[src/assert_macros.svh]
// Assertion macros shared by the RTL of the timed PWM pulse output.
// Each macro expects a clock named clk and an active-low reset named arst_n.
`ifndef ASSERT_MACROS_SVH
`define ASSERT_MACROS_SVH

// Checks a property at every rising clock edge outside reset.
`define ASSERT_CLK(label, prop, msg) \
	label: assert property (@(posedge clk) disable iff (!arst_n) (prop)) else $error(msg);

// Checks that an expression is never true outside reset.
`define ASSERT_NEVER(label, expr, msg) \
	`ASSERT_CLK(label, !(expr), msg)

`endif

[src/tpwm_pkg.sv]
// Package of the timed PWM pulse output: widths, codes, state type and helpers.
// Used by tpwm_div, timed_pwm_pulse_output and the testbench; depends on nothing.
package tpwm_pkg;

	localparam int FREQ_W   = 20;
	localparam int TIME_W   = 32;
	localparam int COUNT_W  = 64;
	localparam int DUTY_W   = 7;
	localparam int CHAN_W   = 3;
	localparam int CFG_IDX_W = 3;

	localparam logic [COUNT_W-1:0] MS_PER_S  = COUNT_W'(1000);
	localparam logic [DUTY_W-1:0]  FULL_DUTY = DUTY_W'(100);
	localparam logic [TIME_W-1:0]  TIME_MAX  = '1;

	localparam logic [FREQ_W-1:0] FREQ_RESET   = FREQ_W'(1);
	localparam logic [CHAN_W-1:0] CHAN_RESET   = CHAN_W'(1);
	localparam logic [CHAN_W-1:0] CHAN_LOW     = CHAN_W'(1);
	localparam logic [CHAN_W-1:0] CHAN_HIGH    = CHAN_W'(4);
	localparam logic              ACTIVE_RESET = 1'b1;

	// The divider retires two quotient bits per cycle over the whole dividend.
	localparam int DIV_STEPS = COUNT_W / 2;
	localparam int DIV_CNT_W = $clog2(DIV_STEPS);

	typedef enum logic [2:0] {
		OP_ON      = 3'd0,
		OP_OFF     = 3'd1,
		OP_LOCK    = 3'd2,
		OP_TICK    = 3'd3,
		OP_COMPARE = 3'd4
	} opcode_t;

	typedef enum logic [CFG_IDX_W-1:0] {
		CFG_FREQ   = 3'd0,
		CFG_ADD    = 3'd1,
		CFG_DUTY   = 3'd2,
		CFG_CHAN   = 3'd3,
		CFG_ACTIVE = 3'd4
	} cfg_index_t;

	typedef enum logic [1:0] {
		ST_IDLE,
		ST_DIV,
		ST_DIFF,
		ST_EXEC
	} state_t;

	function automatic logic [TIME_W-1:0] sat_add(input logic [TIME_W-1:0] a,
			input logic [TIME_W-1:0] b);
		logic [TIME_W:0] s;
		s = {1'b0, a} + {1'b0, b};
		return s[TIME_W] ? TIME_MAX : s[TIME_W-1:0];
	endfunction

endpackage

[src/tpwm_div.sv]
// Radix-4 restoring divider: 64-bit dividend by 20-bit divisor, low 32 quotient bits.
// Depends on tpwm_pkg for widths and the step count.
module tpwm_div (
	input  logic                              clk,
	input  logic                              arst_n,
	input  logic                              start,
	input  logic [tpwm_pkg::COUNT_W-1:0]      dividend,
	input  logic [tpwm_pkg::FREQ_W-1:0]       divisor,
	output logic                              done,
	output logic [tpwm_pkg::TIME_W-1:0]       quotient
);

	localparam logic [tpwm_pkg::DIV_CNT_W-1:0] LAST_STEP =
		tpwm_pkg::DIV_CNT_W'(tpwm_pkg::DIV_STEPS - 1);

	logic                               busy_q;
	logic                               done_q;
	logic [tpwm_pkg::DIV_CNT_W-1:0]     cnt_q;
	logic [tpwm_pkg::COUNT_W-1:0]       dvd_q;
	logic [tpwm_pkg::FREQ_W-1:0]        rem_q;
	logic [tpwm_pkg::FREQ_W-1:0]        div_q;
	logic [tpwm_pkg::TIME_W-1:0]        quo_q;

	logic [tpwm_pkg::FREQ_W:0] r1;
	logic [tpwm_pkg::FREQ_W:0] r1s;
	logic [tpwm_pkg::FREQ_W:0] r2;
	logic [tpwm_pkg::FREQ_W:0] r2s;
	logic                      ge1;
	logic                      ge2;

	always_comb begin
		r1  = {rem_q, dvd_q[tpwm_pkg::COUNT_W-1]};
		ge1 = r1 >= {1'b0, div_q};
		r1s = ge1 ? (r1 - {1'b0, div_q}) : r1;
		r2  = {r1s[tpwm_pkg::FREQ_W-1:0], dvd_q[tpwm_pkg::COUNT_W-2]};
		ge2 = r2 >= {1'b0, div_q};
		r2s = ge2 ? (r2 - {1'b0, div_q}) : r2;
	end

	always_ff @(posedge clk or negedge arst_n) begin
		if (!arst_n) begin
			busy_q <= 1'b0;
			done_q <= 1'b0;
			cnt_q  <= '0;
		end else begin
			done_q <= busy_q && (cnt_q == LAST_STEP);
			if (start) begin
				busy_q <= 1'b1;
				cnt_q  <= '0;
			end else if (busy_q) begin
				cnt_q <= cnt_q + 1'b1;
				if (cnt_q == LAST_STEP) begin
					busy_q <= 1'b0;
				end
			end
		end
	end

	always_ff @(posedge clk) begin
		if (start) begin
			dvd_q <= dividend;
			div_q <= divisor;
			rem_q <= '0;
		end else if (busy_q) begin
			dvd_q <= {dvd_q[tpwm_pkg::COUNT_W-3:0], 2'b00};
			rem_q <= r2s[tpwm_pkg::FREQ_W-1:0];
			quo_q <= {quo_q[tpwm_pkg::TIME_W-3:0], ge1, ge2};
		end
	end

	assign done     = done_q;
	assign quotient = quo_q;

endmodule

[src/timed_pwm_pulse_output.sv]
// Timed PWM pulse output: top level with request handling, pulse state and output register.
// Depends on tpwm_pkg, tpwm_div and assert_macros.svh.
//
// Requests enter on the in channel (valid/ready) and each one yields exactly one
// result on the out channel (valid/ready). The block takes one request at a time.
// On, off, lock and compare requests go from acceptance straight to the exec state.
// An overflow tick converts the tick count to milliseconds in the serial divider,
// which retires two quotient bits per cycle over 64 dividend bits, and then
// passes through the difference state to exec. in_ready returns in the cycle
// after the result is loaded into the output register.
// The output register holds a finished result while the receiver stalls; the
// next request is still accepted and worked, and waits only to be committed
// until the previous result has been taken.
// Configuration is written through cfg_we, cfg_index and cfg_data; the user must do so
// only while no request is in flight, which the block does not enforce. Reset clears
// the tick count and the pulse state, and sets the configuration to 1 Hz, replace mode,
// zero duty, compare channel 1 and an active-high pin; the internal level resets low.
`include "assert_macros.svh"

module timed_pwm_pulse_output (
	input  logic                                clk,
	input  logic                                arst_n,
	input  logic                                cfg_we,
	input  logic [tpwm_pkg::CFG_IDX_W-1:0]      cfg_index,
	input  logic [tpwm_pkg::FREQ_W-1:0]         cfg_data,
	input  logic                                in_valid,
	output logic                                in_ready,
	input  logic [2:0]                          opcode,
	input  logic [tpwm_pkg::TIME_W-1:0]         duration_ms,
	input  logic [tpwm_pkg::CHAN_W-1:0]         match_channel,
	output logic                                out_valid,
	input  logic                                out_ready,
	output logic                                pin_level,
	output logic                                finish_event,
	output logic                                tick_event,
	output logic [tpwm_pkg::TIME_W-1:0]         remaining_ms,
	output logic [tpwm_pkg::TIME_W-1:0]         initial_ms,
	output logic                                idle
);

	// Configuration registers.
	logic [tpwm_pkg::FREQ_W-1:0] freq_q;
	logic                        add_q;
	logic [tpwm_pkg::DUTY_W-1:0] duty_q;
	logic [tpwm_pkg::CHAN_W-1:0] chan_q;
	logic                        active_q;

	// Pulse state; scaled_q holds the tick count times 1000.
	logic [tpwm_pkg::COUNT_W-1:0] scaled_q;
	logic [tpwm_pkg::TIME_W-1:0]  last_ms_q;
	logic [tpwm_pkg::TIME_W-1:0]  remaining_q;
	logic [tpwm_pkg::TIME_W-1:0]  loaded_q;
	logic                         locked_q;
	logic                         level_q;

	// Captured request and tick intermediates.
	logic [2:0]                   op_q;
	logic [tpwm_pkg::TIME_W-1:0]  dur_q;
	logic [tpwm_pkg::CHAN_W-1:0]  mch_q;
	logic [tpwm_pkg::TIME_W-1:0]  ms_q;
	logic [tpwm_pkg::TIME_W-1:0]  delta_q;
	logic                         ms_gt_q;

	// Output register.
	logic                         out_valid_q;
	logic                         pin_level_q;
	logic                         finish_q;
	logic                         tick_q;
	logic [tpwm_pkg::TIME_W-1:0]  out_rem_q;
	logic [tpwm_pkg::TIME_W-1:0]  out_init_q;
	logic                         out_idle_q;

	tpwm_pkg::state_t state_q;
	tpwm_pkg::state_t state_nxt;

	logic                        accept;
	logic                        commit;
	logic                        div_start;
	logic                        div_done;
	logic [tpwm_pkg::TIME_W-1:0] div_quotient;

	logic [tpwm_pkg::TIME_W-1:0] nxt_rem;
	logic [tpwm_pkg::TIME_W-1:0] nxt_loaded;
	logic [tpwm_pkg::TIME_W-1:0] nxt_last_ms;
	logic                        nxt_locked;
	logic                        nxt_level;
	logic                        nxt_fin;
	logic                        nxt_tick;
	logic                        blocked;
	logic                        inactive;

	tpwm_div u_div (
		.clk      (clk),
		.arst_n   (arst_n),
		.start    (div_start),
		.dividend (scaled_q),
		.divisor  (freq_q),
		.done     (div_done),
		.quotient (div_quotient)
	);

	always_comb begin
		state_nxt = state_q;
		case (state_q)
			tpwm_pkg::ST_IDLE: begin
				if (in_valid) begin
					state_nxt = (opcode == tpwm_pkg::OP_TICK) ? tpwm_pkg::ST_DIV
						: tpwm_pkg::ST_EXEC;
				end
			end
			tpwm_pkg::ST_DIV: begin
				if (div_done) begin
					state_nxt = tpwm_pkg::ST_DIFF;
				end
			end
			tpwm_pkg::ST_DIFF: begin
				state_nxt = tpwm_pkg::ST_EXEC;
			end
			tpwm_pkg::ST_EXEC: begin
				if (!out_valid_q || out_ready) begin
					state_nxt = tpwm_pkg::ST_IDLE;
				end
			end
			default: begin
				state_nxt = tpwm_pkg::ST_IDLE;
			end
		endcase
	end

	always_comb begin
		in_ready  = (state_q == tpwm_pkg::ST_IDLE);
		accept    = in_valid && in_ready;
		div_start = accept && (opcode == tpwm_pkg::OP_TICK);
		commit    = (state_q == tpwm_pkg::ST_EXEC) && (!out_valid_q || out_ready);
	end

	always_comb begin
		inactive    = ~active_q;
		blocked     = locked_q && (remaining_q != '0);
		nxt_rem     = remaining_q;
		nxt_loaded  = loaded_q;
		nxt_last_ms = last_ms_q;
		nxt_locked  = locked_q;
		nxt_level   = level_q;
		nxt_fin     = 1'b0;
		nxt_tick    = 1'b0;
		case (op_q)
			tpwm_pkg::OP_ON: begin
				if (!blocked) begin
					nxt_locked = 1'b0;
					if (remaining_q == '0 || !add_q) begin
						nxt_rem    = dur_q;
						nxt_loaded = dur_q;
					end else begin
						nxt_rem    = tpwm_pkg::sat_add(remaining_q, dur_q);
						nxt_loaded = tpwm_pkg::sat_add(loaded_q, dur_q);
					end
				end
			end
			tpwm_pkg::OP_OFF: begin
				if (!blocked) begin
					nxt_locked = 1'b0;
					nxt_fin    = 1'b1;
					nxt_rem    = '0;
					nxt_loaded = '0;
					nxt_level  = inactive;
				end
			end
			tpwm_pkg::OP_LOCK: begin
				nxt_locked = 1'b1;
			end
			tpwm_pkg::OP_TICK: begin
				if (remaining_q == '0) begin
					nxt_level = inactive;
				end else if (ms_gt_q && remaining_q <= delta_q) begin
					nxt_fin   = 1'b1;
					nxt_rem   = '0;
					nxt_level = inactive;
				end else begin
					if (ms_gt_q) begin
						nxt_rem  = remaining_q - delta_q;
						nxt_tick = 1'b1;
					end
					if (duty_q != '0) begin
						nxt_level = active_q;
					end
				end
				if (ms_gt_q) begin
					nxt_last_ms = ms_q;
				end
			end
			tpwm_pkg::OP_COMPARE: begin
				if (remaining_q != '0 && mch_q == chan_q && duty_q != tpwm_pkg::FULL_DUTY)
				begin
					nxt_level = inactive;
				end
			end
			default: begin
				nxt_level = level_q;
			end
		endcase
	end

	always_ff @(posedge clk or negedge arst_n) begin
		if (!arst_n) begin
			state_q <= tpwm_pkg::ST_IDLE;
		end else begin
			state_q <= state_nxt;
		end
	end

	always_ff @(posedge clk or negedge arst_n) begin
		if (!arst_n) begin
			freq_q   <= tpwm_pkg::FREQ_RESET;
			add_q    <= 1'b0;
			duty_q   <= '0;
			chan_q   <= tpwm_pkg::CHAN_RESET;
			active_q <= tpwm_pkg::ACTIVE_RESET;
		end else if (cfg_we) begin
			case (cfg_index)
				tpwm_pkg::CFG_FREQ: begin
					if (cfg_data != '0) begin
						freq_q <= cfg_data;
					end
				end
				tpwm_pkg::CFG_ADD: begin
					add_q <= cfg_data[0];
				end
				tpwm_pkg::CFG_DUTY: begin
					if (cfg_data[tpwm_pkg::DUTY_W-1:0] <= tpwm_pkg::FULL_DUTY) begin
						duty_q <= cfg_data[tpwm_pkg::DUTY_W-1:0];
					end
				end
				tpwm_pkg::CFG_CHAN: begin
					if (cfg_data[tpwm_pkg::CHAN_W-1:0] inside
							{[tpwm_pkg::CHAN_LOW:tpwm_pkg::CHAN_HIGH]}) begin
						chan_q <= cfg_data[tpwm_pkg::CHAN_W-1:0];
					end
				end
				tpwm_pkg::CFG_ACTIVE: begin
					active_q <= cfg_data[0];
				end
				default: begin
					active_q <= active_q;
				end
			endcase
		end
	end

	always_ff @(posedge clk or negedge arst_n) begin
		if (!arst_n) begin
			scaled_q    <= '0;
			last_ms_q   <= '0;
			remaining_q <= '0;
			loaded_q    <= '0;
			locked_q    <= 1'b0;
			level_q     <= ~tpwm_pkg::ACTIVE_RESET;
			out_valid_q <= 1'b0;
		end else begin
			out_valid_q <= commit || (out_valid_q && !out_ready);
			if (commit) begin
				remaining_q <= nxt_rem;
				loaded_q    <= nxt_loaded;
				last_ms_q   <= nxt_last_ms;
				locked_q    <= nxt_locked;
				level_q     <= nxt_level;
				if (op_q == tpwm_pkg::OP_TICK) begin
					scaled_q <= scaled_q + tpwm_pkg::MS_PER_S;
				end
			end
		end
	end

	always_ff @(posedge clk) begin
		if (accept) begin
			op_q  <= opcode;
			dur_q <= duration_ms;
			mch_q <= match_channel;
		end
		if (state_q == tpwm_pkg::ST_DIFF) begin
			ms_q    <= div_quotient;
			ms_gt_q <= div_quotient > last_ms_q;
			delta_q <= div_quotient - last_ms_q;
		end
		if (commit) begin
			pin_level_q <= nxt_level;
			finish_q    <= nxt_fin;
			tick_q      <= nxt_tick;
			out_rem_q   <= nxt_rem;
			out_init_q  <= nxt_loaded;
			out_idle_q  <= (nxt_rem == '0);
		end
	end

	assign out_valid    = out_valid_q;
	assign pin_level    = pin_level_q;
	assign finish_event = finish_q;
	assign tick_event   = tick_q;
	assign remaining_ms = out_rem_q;
	assign initial_ms   = out_init_q;
	assign idle         = out_idle_q;

	`ASSERT_CLK(a_idle_matches, out_valid |-> (idle == (remaining_ms == '0)), "idle flag disagrees with remaining time")
	`ASSERT_NEVER(a_fin_tick_excl, out_valid && finish_event && tick_event, "finish and tick reported together")
	`ASSERT_CLK(a_fin_clears, (out_valid && finish_event) |-> (remaining_ms == '0), "finished pulse left time")
	`ASSERT_CLK(a_commit_shows, commit |=> (out_valid && !in_ready || out_valid && in_ready), "committed result not shown")

endmodule

[config.mk]
export PLATFORM = sky130hd
export DESIGN_NAME = timed_pwm_pulse_output
export DESIGN_NICKNAME = d
export VERILOG_FILES = /design/src/tpwm_pkg.sv /design/src/tpwm_div.sv /design/src/timed_pwm_pulse_output.sv
export VERILOG_INCLUDE_DIRS = /design/src /design/src/src
export SDC_FILE = /design/constraint.sdc
export NUM_CORES = 1
export LEC_CHECK = 0
export ABC_AREA = 1
export BUFFER_PORTS_ARGS = -buffer_cell sky130_fd_sc_hd__buf_4
export CAP_MARGIN = 20
export CORE_AREA = 2 2 305 307
export CTS_CLUSTER_DIAMETER = 150
export CTS_CLUSTER_SIZE = 30
export DETAILED_ROUTE_END_ITERATION = 6
export DIE_AREA = 0 0 307 309
export GPL_TIMING_DRIVEN = 0
export HOLD_SLACK_MARGIN = 0.02
export REMOVE_ABC_BUFFERS = 1
export SYNTH_ARGS = -nofsm -noshare
export SYNTH_HDL_FRONTEND = slang
export SYNTH_SLANG_ARGS = --single-unit
[constraint.sdc]
create_clock -name clk -period 3.9 [get_ports clk]
set_input_delay 1.17 -clock clk [delete_from_list [all_inputs] [get_ports clk]]
set_output_delay 1.17 -clock clk [all_outputs]
set_load 0.02 [all_outputs]
==> impl_results.md, run 1 <==
* Cell count of the worst reg-to-reg path at 20
* Worst-path fanout max at 7
* Final WL at 93.4 mm
* Crit path to: u_div.rem_q[8]$_SDFFE_PP0P_
* Synthesized instance count at 4,049
* Synth cell count leaders: nand2_1 (1,096), inv_1 (571), nor2_1 (389), edfxtp_1 (284), o21ai_0 (260)
* Clock power frac at 9.3%
* Synthesized area per cell at 7.87 µm²
* Cell area after synthesis at 31,900 µm²
* Top post-synthesis cells by area: edfxtp_1 (27%), dfrtp_1 (16%), nand2_1 (13%), ha_1 (6.9%), inv_1 (6.7%)
* Total grt overflow at 0
* Net count, final at 4,456
* Clock transition at path regs at 0.13 ns
* Comb pwr share at 59.5%
* Setup crit end kind: register
* Clk_lat worst skew at 0.62 ns
* Worst Max-Slew Pin Slew at 0.986 ns
* Vias in the first global route at 26,300
* Share of layout cells above drive strength 1 at 11.2%
* Hold WS at 0.461 ns
* Diode count at 0
* Avg WL per Cell at 17.3 µm
* CP startpoint: u_div.div_q[6]$_DFFE_PP_
* Clock root buffer: clkbuf_16
* Io pins at 136
* # hold bufs at CTS at 0
* Number of antenna violations at the first check in global routing at 0
* Async SR Flop Fraction at 39.8%
* Post-synth EDFFs at 284
* Die Height at 309 µm
* Clock Path Buffers at 3
* Via density at 4.97
* Reg-to-Reg End: u_div.rem_q[8]$_SDFFE_PP0P_
* Drt drc at 0
* CTS tree: built
* Final core utilization at 39.9%
* Count of cell types in the netlist at 63
* Minimum clock period at 4.12 ns
* Clock Skew at 0.0316 ns
* Net Sw Power at 14,100 µW
* Synth Register Bits at 505
* Gpl congestion at 0.982
* Final Setup Violations at 21
* Leakage Power at 0.0169 µW
* CP required at 4.43 ns
* Flop pwr share at 31.2%
* Max Cap Viol at 0
* Yosys top cell by area: edfxtp_1
* Final Hold Fails at 0
* Final non-filler cell area at 36,500 µm²
* R2R setup slack at -0.22 ns
* Row count at 111
* Peak Freq at 243 MHz
* Count leader, synth: nand2_1
* Status: finished, violations left
* First-pass GRT wire length at 144 mm
* Pwr dens at 817 nW/µm²
* Part of the Yosys area used for sequential elements at 43.8%
* Final worst-path setup slack at -0.219 ns
* Via count at 26,900
* Fin crit share at 106%
* Setup crit start kind: register
* Iteration-0 DRC count of the detailed router at 1,843
* Internal at 15,700 µW
* Worst VDD drop at 0.000589 V
* Primary FF master, synth: edfxtp_1
* Largest registers: scaled_q (61), u_div.dvd_q (61)
* Die Span X at 307 µm
* Core area at 91,400 µm²
* Max Transition Viols Final at 0
* Failing checks: negative setup slack
* Worst path arrival time at 4.65 ns
* Number of port buffers at 135
* HPWL after detailed placement at 69.4 mm
* DRT antenna net count at 0
* Htree depth at 1
* Clock sink count at 505
* RSZ-0062 raised after global routing: true
* Gr usage total at 19.1%
* Starting Density at 34.9%
* Sw Ratio at 47.2%
* Worst Setup Path Type: register to register
* Number of buffers created by CTS at 20
* Area grow syn2layout at 14.5%
* First-pass DRT Iterations at 5
* Yosys warning total at 0
* Hold Crit Class: register to register
* Placed instance area at 34,300 µm²
* Reg-to-reg critical path startpoint: u_div.div_q[6]$_DFFE_PP_
* Die area at 94,900 µm²
* Share of the synthesized area in the top cell type at 26.8%
* Fin Setup TNS at -2.64 ns
* Slew headroom at 34.2%
* Largest net degree at the start of global routing at 108
## final cells by class
class | count | area [µm²]
clock buffer | 35 | 578
timing repair buffer | 210 | 1850
timing repair inverter | 1 | 7.51
sequential | 505 | 14000
clock inverter | 1 | 30.0
tap | 1186 | 1480
multi-input combinational | 2886 | 16400
inverter | 585 | 2210
fill | 9284 | 54900
## power groups by stage
stage / Sequential [µW] / Clock, µW / Combinational (µW)
after floorplan: 9110 / 0 / 11000
after global placement: 9430 / 0 / 14700
after detailed placement: 9360 / 0 / 15000
after CTS: 9280 / 2910 / 16400
after global routing: 9500 / 3040 / 19800
final: 9300 / 2780 / 17700
## what timing repair did
| item | 4_1_cts | 5_1_grt |
|---|---|---|
| resized for setup | 110 | 114 |
| buffers inserted | 37 | 22 |
| endpoints found under the hold margin | 0 | 0 |
| gates cloned | 8 | 1 |
| endpoints found under the setup margin | 26 | 65 |
| pin swaps | 25 | 48 |
## logic make-up after synthesis
logic type	Yosys count	synth area share, %
simple gates	1891	24.9
buf+inv	666	8.17
compound gates	614	10.5
flops	505	43.8
fa+ha+maj	181	7.25
xor+xnor	179	4.92
mux	13	0.456
## how the worst min path moves through the flow
stage	from	depth (start not counted)	slack (ns)	to
after global placement	freq_q[13]$_DFFE_PN0P_	0	0.42	u_div.div_q[13]$_DFFE_PP_
after global routing	freq_q[19]$_DFFE_PN0P_	0	0.48	u_div.div_q[19]$_DFFE_PP_
after detailed placement	freq_q[14]$_DFFE_PN0P_	0	0.43	u_div.div_q[14]$_DFFE_PP_
after CTS	freq_q[14]$_DFFE_PN0P_	0	0.46	u_div.div_q[14]$_DFFE_PP_
after floorplan	freq_q[10]$_DFFE_PN0P_	0	0.42	u_div.div_q[10]$_DFFE_PP_
final	freq_q[12]$_DFFE_PN0P_	0	0.46	u_div.div_q[12]$_DFFE_PP_
## metrics by stage
step,setup slack (ns),power [µW],instances
floorplan,-2.66,20100,3968
global placement,-6.71,24200,5289
detailed placement,-1.54,24400,5305
CTS,-0.00705,28600,5386
global route,-0.335,32300,5409
finish,-0.219,29800,5409
## worst max-delay path, cell delays in order, from the launching register on
cell	delay [ns]
edfxtp_1	0.38
inv_2	0.07
ha_4	0.32
nand2_4	0.07
nor4_4	0.33
nand4_1	0.23
nand3_4	0.19
clkinvlp_4	0.16
o21ai_1	0.36
ha_1	0.35
nand2_1	0.17
o21ai_0	0.11
a21oi_1	0.16
nand3_2	0.15
nand3_2	0.12
nand3_2	0.13
nand2_8	0.15
buf_6	0.12
nand4_1	0.18
nand3_1	0.22
nand2_1	0.06
## cells in the final DEF, fill, tap and decap left out, drive strengths merged, types with 3 or more instances in the layout
cell type     n
nand2      1107
inv         582
nor2        401
o21ai       285
edfxtp      284
a21oi       215
buf         210
nand3       201
dfrtp       198
ha          175
xor2        119
nand4        68
xnor2        60
nor3         57
nor4         35
clkbuf       35
o22ai        28
dfxtp        20
o21a         19
o21bai       17
a31oi        13
mux2         12
a21o         11
nand3b       11
and2          6
fa            6
or2           5
and3          4
o211ai        4
o2111ai       4
a22o          4
a21boi        4
nor3b         3
dfstp         3
clkinv        3
## routing by layer
metal	global-route usage, %	share of wire (%)	wire, µm
met1	24.0	43	40300
met2	34.6	49	45800
met3	1.54	3.9	3680
met4	6.43	3.8	3550
met5	0	0	0
Note: power is estimated with default switching activity, not from simulation.
==> run 2, diff against run 1 <==
--- a/config.mk
+++ b/config.mk
@@ -16,6 +16,7 @@
 export DIE_AREA = 0 0 307 309
 export GPL_TIMING_DRIVEN = 0
 export HOLD_SLACK_MARGIN = 0.02
+export RECOVER_POWER = 100
 export REMOVE_ABC_BUFFERS = 1
 export SYNTH_ARGS = -nofsm -noshare
 export SYNTH_HDL_FRONTEND = slang
==> impl_results.md, run 2 (synthesized netlist as in run 1, its figures left out) <==
* Net count, final at 4,456 (unchanged)
* Share of layout cells above drive strength 1 at 8.88% (-2.3 points)
* Final non-filler cell area at 36,000 µm² (-1.2%)
* Clock power frac at 9.4% (about the same)
* Comb pwr share at 59.2% (-0.3 points)
* Final Setup Violations at 22 (+4.8%)
* Internal at 15,600 µW (-1.1%)
* Pwr dens at 822 nW/µm² (+0.56%)
* CP required at 4.42 ns (about the same)
* RSZ-0062 raised after global routing: true
* Critical-path cell list: inv_2 -> ha_4 -> nand2_4 -> nor4_4 -> nand4_1 -> nand3_4 -> clkinvlp_4 -> o21ai_1 -> ha_1 -> nand2_1 -> o21ai_0 -> a21oi_1 -> nand3_2 -> nand3_2 -> nand3_2 -> nand2_8 -> buf_6 -> nand4_1 -> nand3_1 -> nand2_1
* Area grow syn2layout at 13.1%
* Io pins at 136 (unchanged)
* Hold WS at 0.461 ns (-0.000471 ns)
* Failing checks: max-capacitance violations, max-slew violations, negative setup slack
* Status: finished, violations left
* Gpl congestion at 0.982 (unchanged)
* Commonest non-fill, non-tap cell in the layout: nand2_1
* R2R setup slack at -0.20 ns (+0.02 ns)
* Clk_lat worst skew at 0.62 ns (about the same)
* Final Hold Fails at 0 (unchanged)
* Hold Crit Class: register to register
* Via density at 4.98 (+0.16%)
* Number of port buffers at 135 (unchanged)
* DRT antenna net count at 0 (unchanged)
* Max Cap Viol at 3 (+3)
* Worst Setup Path Type: register to register
* Net Sw Power at 14,000 µW (-0.16%)
* First-pass DRT Iterations at 6 (+1)
* Worst-path fanout max at 7 (unchanged)
* Number of antenna violations at the first check in global routing at 1 (+1)
* CTS tree: built
* Vias in the first global route at 26,300 (unchanged)
* Diode count at 0 (unchanged)
* Peak Freq at 244 MHz (+0.39%)
* Setup crit start kind: register
* Sw Ratio at 47.4% (+0.23 points)
* First-pass GRT wire length at 144 mm (unchanged)
* Core area at 91,400 µm² (unchanged)
* Worst path arrival time at 4.63 ns (-0.02 ns)
* Slew headroom at -81.8% (-120 points)
* Setup crit end kind: register
* Avg WL per Cell at 17.3 µm (+0.12%)
* Minimum clock period at 4.10 ns (-0.0162 ns)
* HPWL after detailed placement at 69.4 mm (unchanged)
* Worst VDD drop at 0.000588 V (-0.11%)
* Most common cell on crit path: nand3_2
* Number of standard cells in the layout, taps in and fillers out at 5,409 (unchanged)
* Die Height at 309 µm (unchanged)
* Max stage delay on crit path at 0.38 ns (about the same)
* Flop pwr share at 31.4% (+0.2 points)
* Final worst-path setup slack at -0.203 ns (+0.0162 ns)
* Largest net degree at the start of global routing at 108 (unchanged)
* Die area at 94,900 µm² (unchanged)
* Max Transition Viols Final at 193 (+193)
* Die Span X at 307 µm (unchanged)
* Clock sink count at 505 (unchanged)
* Via count at 26,900 (+0.16%)
* Clock root buffer: clkbuf_16
* Leakage Power at 0.0166 µW (-2.0%)
* Largest registers: scaled_q (61), u_div.dvd_q (61)
* Final WL at 93.5 mm (+0.12%)
* Top Family by Delay on Critical Path: simple AND/OR/NAND/NOR gates
* Placed instance area at 34,300 µm² (unchanged)
* Clock transition at path regs at 0.13 ns (about the same)
* Htree depth at 1 (unchanged)
* Placed Cells at 5,305 (unchanged)
* WP buf/inv at 3 (unchanged)
* Most frequent cells in the layout: nand2_1 (1,074), inv_1 (550), nor2_1 (367)
* Total grt overflow at 0 (unchanged)
* Iteration-0 DRC count of the detailed router at 1,836 (-0.38%)
* Drt drc at 0 (unchanged)
* Worst path slowest cell: edfxtp_1
* Clock Skew at 0.0313 ns (-0.000277 ns)
* Starting Density at 34.9% (unchanged)
* Clock Path Buffers at 3 (unchanged)
* Number of buffers created by CTS at 20 (unchanged)
* Worst Max-Slew Pin Slew at 2.73 ns (+1.74 ns)
* Row count at 111 (unchanged)
* Fin crit share at 105% (-0.41 points)
* Gr usage total at 19.1% (unchanged)
[run 2: power groups by stage]
stage | combinational [µW] | clock (µW) | sequential, µW
floorplan | 11000 | 0 | 9110
global placement | 14700 | 0 | 9430
detailed placement | 15000 | 0 | 9360
CTS | 16400 | 2910 | 9280
global route | 19500 | 3040 | 9520
finish | 17500 | 2780 | 9310
[run 2: per-stage QoR]
stage               utilization, %  worst slack (ns)  total power (µW)  setup TNS, ns
floorplan                        -             -2.66             20100        -455.38
global placement              37.2             -6.71             24200       -1573.24
detailed placement            37.5             -1.54             24400         -56.01
CTS                           39.1          -0.00705             28600        -0.0194
global route                  39.4            -0.335             32100         -23.44
finish                        39.4            -0.203             29600          -2.25
[run 2: worst paths after layout]
kind,from,to,cells after the start
hold reg to reg,freq_q[14]$_DFFE_PN0P_,u_div.div_q[14]$_DFFE_PP_,0
min in group asynchronous,arst_n,loaded_q[13]$_DFFE_PN0P_,1
setup / recovery,u_div.div_q[6]$_DFFE_PP_,u_div.rem_q[8]$_SDFFE_PP0P_,20
max in group asynchronous,arst_n,freq_q[11]$_DFFE_PN0P_,2
hold / removal,freq_q[14]$_DFFE_PN0P_,u_div.div_q[14]$_DFFE_PP_,0
setup reg to reg,u_div.div_q[6]$_DFFE_PP_,u_div.rem_q[8]$_SDFFE_PP0P_,20
[run 2: area by class of cell]
| cell class | count | area (µm²) |
|---|---|---|
| Fill cell | 9344 | 55400 |
| Multi-Input combinational cell | 2886 | 16300 |
| Tap cell | 1186 | 1480 |
| Sequential cell | 505 | 14000 |
| Clock buffer | 35 | 578 |
| Timing Repair Buffer | 210 | 1470 |
| Timing Repair inverter | 1 | 7.51 |
| Inverter | 585 | 2210 |
| Clock inverter | 1 | 30.0 |
[run 2: worst reg2reg max path, delay by kind of cell, from the launching register on]
kind	cells	cell delay, ns
DFF	1	0.38
buffers and inverters	3	0.35
AOI/OAI and AO/OA	3	0.63
and+or+nand+nor	12	2.00
adders and majority gates	2	0.67
[run 2: timing repair]
item	CTS	global route
cloned	8	1
buffers inserted	37	22
gates resized for setup	110	114
endpoints found under the setup margin	26	65
pin swaps	25	48
hold buffers	0	0
[run 2: routing by layer]
metal	track usage [%]	wire (µm)	up-vias	share of wire [%]
li1	-	-	13600	-
met1	24.0	40400	12500	43
met3	1.54	3760	174	4.0
met2	34.6	45900	660	49
met4	6.43	3430	2	3.7
met5	0	11	-	0.012
==> run 3, diff against run 2 <==
--- a/config.mk
+++ b/config.mk
@@ -9,15 +9,19 @@
 export ABC_AREA = 1
 export BUFFER_PORTS_ARGS = -buffer_cell sky130_fd_sc_hd__buf_4
 export CAP_MARGIN = 20
-export CORE_AREA = 2 2 305 307
+export CELL_PAD_IN_SITES_DETAIL_PLACEMENT = 1
+export CELL_PAD_IN_SITES_GLOBAL_PLACEMENT = 2
+export CORE_AREA = 2 2 310 312
 export CTS_CLUSTER_DIAMETER = 150
 export CTS_CLUSTER_SIZE = 30
 export DETAILED_ROUTE_END_ITERATION = 6
-export DIE_AREA = 0 0 307 309
+export DIE_AREA = 0 0 312 314
 export GPL_TIMING_DRIVEN = 0
 export HOLD_SLACK_MARGIN = 0.02
+export PLACE_DENSITY_LB_ADDON = 0.1
 export RECOVER_POWER = 100
 export REMOVE_ABC_BUFFERS = 1
+export SKIP_CTS_REPAIR_TIMING = 1
 export SYNTH_ARGS = -nofsm -noshare
 export SYNTH_HDL_FRONTEND = slang
 export SYNTH_SLANG_ARGS = --single-unit
==> impl_results.md, run 3 (synthesized netlist as in run 1, its figures left out) <==
* Status: finished, violations left
* Failing checks: max-capacitance violations, max-slew violations, negative setup slack
* Vias in the first global route at 27,600 (+5.0%)
* Top Family by Delay on Critical Path: simple AND/OR/NAND/NOR gates
* Clock transition at path regs at 0.13 ns (about the same)
* Share of layout cells above drive strength 1 at 11.6% (+2.7 points)
* Slew headroom at -65.9% (+16 points)
* Pwr Total at 31,100 µW (+4.9%)
* Sequential cell area at 14,000 µm² (unchanged)
* Largest net degree at the start of global routing at 92 (-15%)
* WP buf/inv at 5 (+2)
* Worst path arrival time at 4.64 ns (about the same)
* Iteration-0 DRC count of the detailed router at 1,533 (-17%)
* Via density at 4.98 (about the same)
* R2R setup slack at -0.20 ns (about the same)
* HPWL after detailed placement at 83.4 mm (+20%)
* Setup crit start kind: register
* Peak Freq at 244 MHz (about the same)
* Cell count of the worst reg-to-reg path at 24 (+20%)
* Core area at 94,400 µm² (+3.3%)
* Leakage Power at 0.0170 µW (+2.7%)
* CP required at 4.44 ns (+0.02 ns)
* Worst Setup Path Type: register to register
* Drt drc at 0 (unchanged)
* Final WL at 109 mm (+17%)
* Critical-path cell list: inv_2 -> ha_4 -> inv_2 -> fa_2 -> buf_4 -> a21oi_4 -> o21bai_2 -> xnor2_1 -> nand2_1 -> o21ai_2 -> inv_1 -> ha_4 -> nand2_2 -> nor4_4 -> nand4_1 -> nand3_2 -> nand3_2 -> nand3_2 -> nand2_4 -> nand3_4 -> buf_12 -> nand2_1 -> nand3_1 -> nand2_1
* Placed Cells at 5,384 (+1.5%)
* Number of buffers created by CTS at 21 (+5.0%)
* Io pins at 136 (unchanged)
* Minimum clock period at 4.10 ns (-0.00126 ns)
* Clock sink count at 505 (unchanged)
* Final worst-path setup slack at -0.201 ns (+0.00126 ns)
* Fin crit share at 105% (about the same)
* Htree depth at 1 (unchanged)
* Commonest non-fill, non-tap cell in the layout: nand2_1
* Diode count at 0 (unchanged)
* Net count, final at 4,479 (+0.52%)
* First-pass DRT Iterations at 5 (-1)
* Die Span X at 312 µm (+1.6%)
* DRT antenna net count at 0 (unchanged)
* Worst path slowest cell: edfxtp_1
* Total grt overflow at 0 (unchanged)
* WP depth at 24 (+20%)
* Number of antenna violations at the first check in global routing at 3 (+2)
* Number of standard cells in the layout, taps in and fillers out at 5,512 (+1.9%)
* Worst Max-Slew Pin Slew at 2.49 ns (-0.238 ns)
* Reg-to-reg critical path startpoint: u_div.dvd_q[63]$_DFFE_PP_
* Final Setup Violations at 21 (-4.5%)
* Worst-path fanout max at 8 (+1)
* CP startpoint: u_div.dvd_q[63]$_DFFE_PP_
* Most frequent cells in the layout: nand2_1 (1,058), inv_1 (546), nor2_1 (375)
* Clk_lat worst skew at 0.64 ns (+0.02 ns)
* Clock Path Buffers at 3 (unchanged)
* Max Cap Viol at 3 (unchanged)
* Reg-to-Reg End: u_div.rem_q[3]$_SDFFE_PP0P_
* Clock root buffer: clkbuf_16
* # fillers at 11,500 (+23%)
* Via count at 27,400 (+1.9%)
* Area grow syn2layout at 15.4%
* Pwr dens at 845 nW/µm² (+2.8%)
* Area of the multi-input gates at 16,400 µm² (+0.55%)
* RSZ-0062 raised after global routing: true
* Largest registers: scaled_q (61), u_div.dvd_q (61)
* Die area at 98,000 µm² (+3.3%)
* Gpl congestion at 0.842 (-14%)
* Max Transition Viols Final at 104 (-46%)
* Die Height at 314 µm (+1.6%)
* Final Hold Fails at 0 (unchanged)
* CTS tree: built
* Number of port buffers at 135 (unchanged)
* Max stage delay on crit path at 0.54 ns (+0.16 ns)
* Setup crit end kind: register
* Starting Density at 33.7% (-1.1 points)
* Worst VDD drop at 0.000474 V (-19%)
* Avg WL per Cell at 19.8 µm (+15%)
* Crit path to: u_div.rem_q[3]$_SDFFE_PP0P_
* Row count at 113 (+1.8%)
* Hold Crit Class: register to register
* First-pass GRT wire length at 164 mm (+13%)
* Gr usage total at 21.3% (+2.2 points)
* Clock Skew at 0.0180 ns (-0.0133 ns)
[run 3: cell type report]
cell class	count	share of cell area, %
clock inverter	3	0.122
timing repair buffer	235	5.43
inverter	585	6.04
sequential	505	38.0
tap	1265	4.30
clock buffer	35	1.60
multi-input combinational	2884	44.5
[run 3: power by group]
part	internal (µW)	switching [µW]	leakage [µW]	total (µW)
Clock	1080	1860	0.000303	2940
Combinational	7030	11700	0.0116	18700
Sequential	8070	1310	0.00510	9380
Total	16200	14900	0.0170	31100
[run 3: per-stage QoR]
step | hold slack (ns) | area (µm²) | setup slack [ns] | TNS, ns | util, %
6_report | 0.445 | 36800 | -0.201 | -3.54 | 38.9
2_1_floorplan | 0.419 | 31500 | -2.66 | -455.38 | -
3_3_place_gp | 0.426 | 34100 | -7.33 | -1759.21 | 36.1
4_1_cts | 0.359 | 35100 | -2.22 | -52.96 | 37.1
3_5_place_dp | 0.433 | 34400 | -2.19 | -81.84 | 36.5
5_1_grt | 0.467 | 36800 | -0.449 | -18.66 | 38.9
[run 3: worst min path at each step]
stage / startpoint / to / slack, ns / cells past startpoint
after CTS: arst_n / scaled_q[26]$_DFFE_PN0P_ / 0.36 / 1
final: freq_q[18]$_DFFE_PN0P_ / u_div.div_q[18]$_DFFE_PP_ / 0.45 / 0
after global routing: freq_q[18]$_DFFE_PN0P_ / u_div.div_q[18]$_DFFE_PP_ / 0.47 / 0
after detailed placement: freq_q[15]$_DFFE_PN0P_ / u_div.div_q[15]$_DFFE_PP_ / 0.43 / 0
after global placement: freq_q[12]$_DFFE_PN0P_ / u_div.div_q[12]$_DFFE_PP_ / 0.43 / 0
after floorplan: freq_q[10]$_DFFE_PN0P_ / u_div.div_q[10]$_DFFE_PP_ / 0.42 / 0
[run 3: worst register-to-register path: stages (launching register included)]
cell      delay (ns)
edfxtp_1        0.54
inv_2           0.11
ha_4            0.13
inv_2           0.05
fa_2            0.42
buf_4           0.17
a21oi_4         0.16
o21bai_2        0.10
xnor2_1         0.18
nand2_1         0.09
o21ai_2         0.10
inv_1           0.10
ha_4            0.31
nand2_2         0.09
nor4_4          0.35
nand4_1         0.15
nand3_2         0.14
nand3_2         0.11
nand3_2         0.11
nand2_4         0.09
nand3_4         0.14
buf_12          0.16
nand2_1         0.07
nand3_1         0.08
nand2_1         0.06
[run 3: routing by layer]
layer | up-vias | share of wire [%] | GRT usage (%)
li1 | 13600 | - | -
met1 | 13400 | 48 | 29.8
met2 | 350 | 47 | 35.9
met3 | 79 | 2.8 | 1.75
met4 | 0 | 2.2 | 4.43
met5 | - | 0 | 0
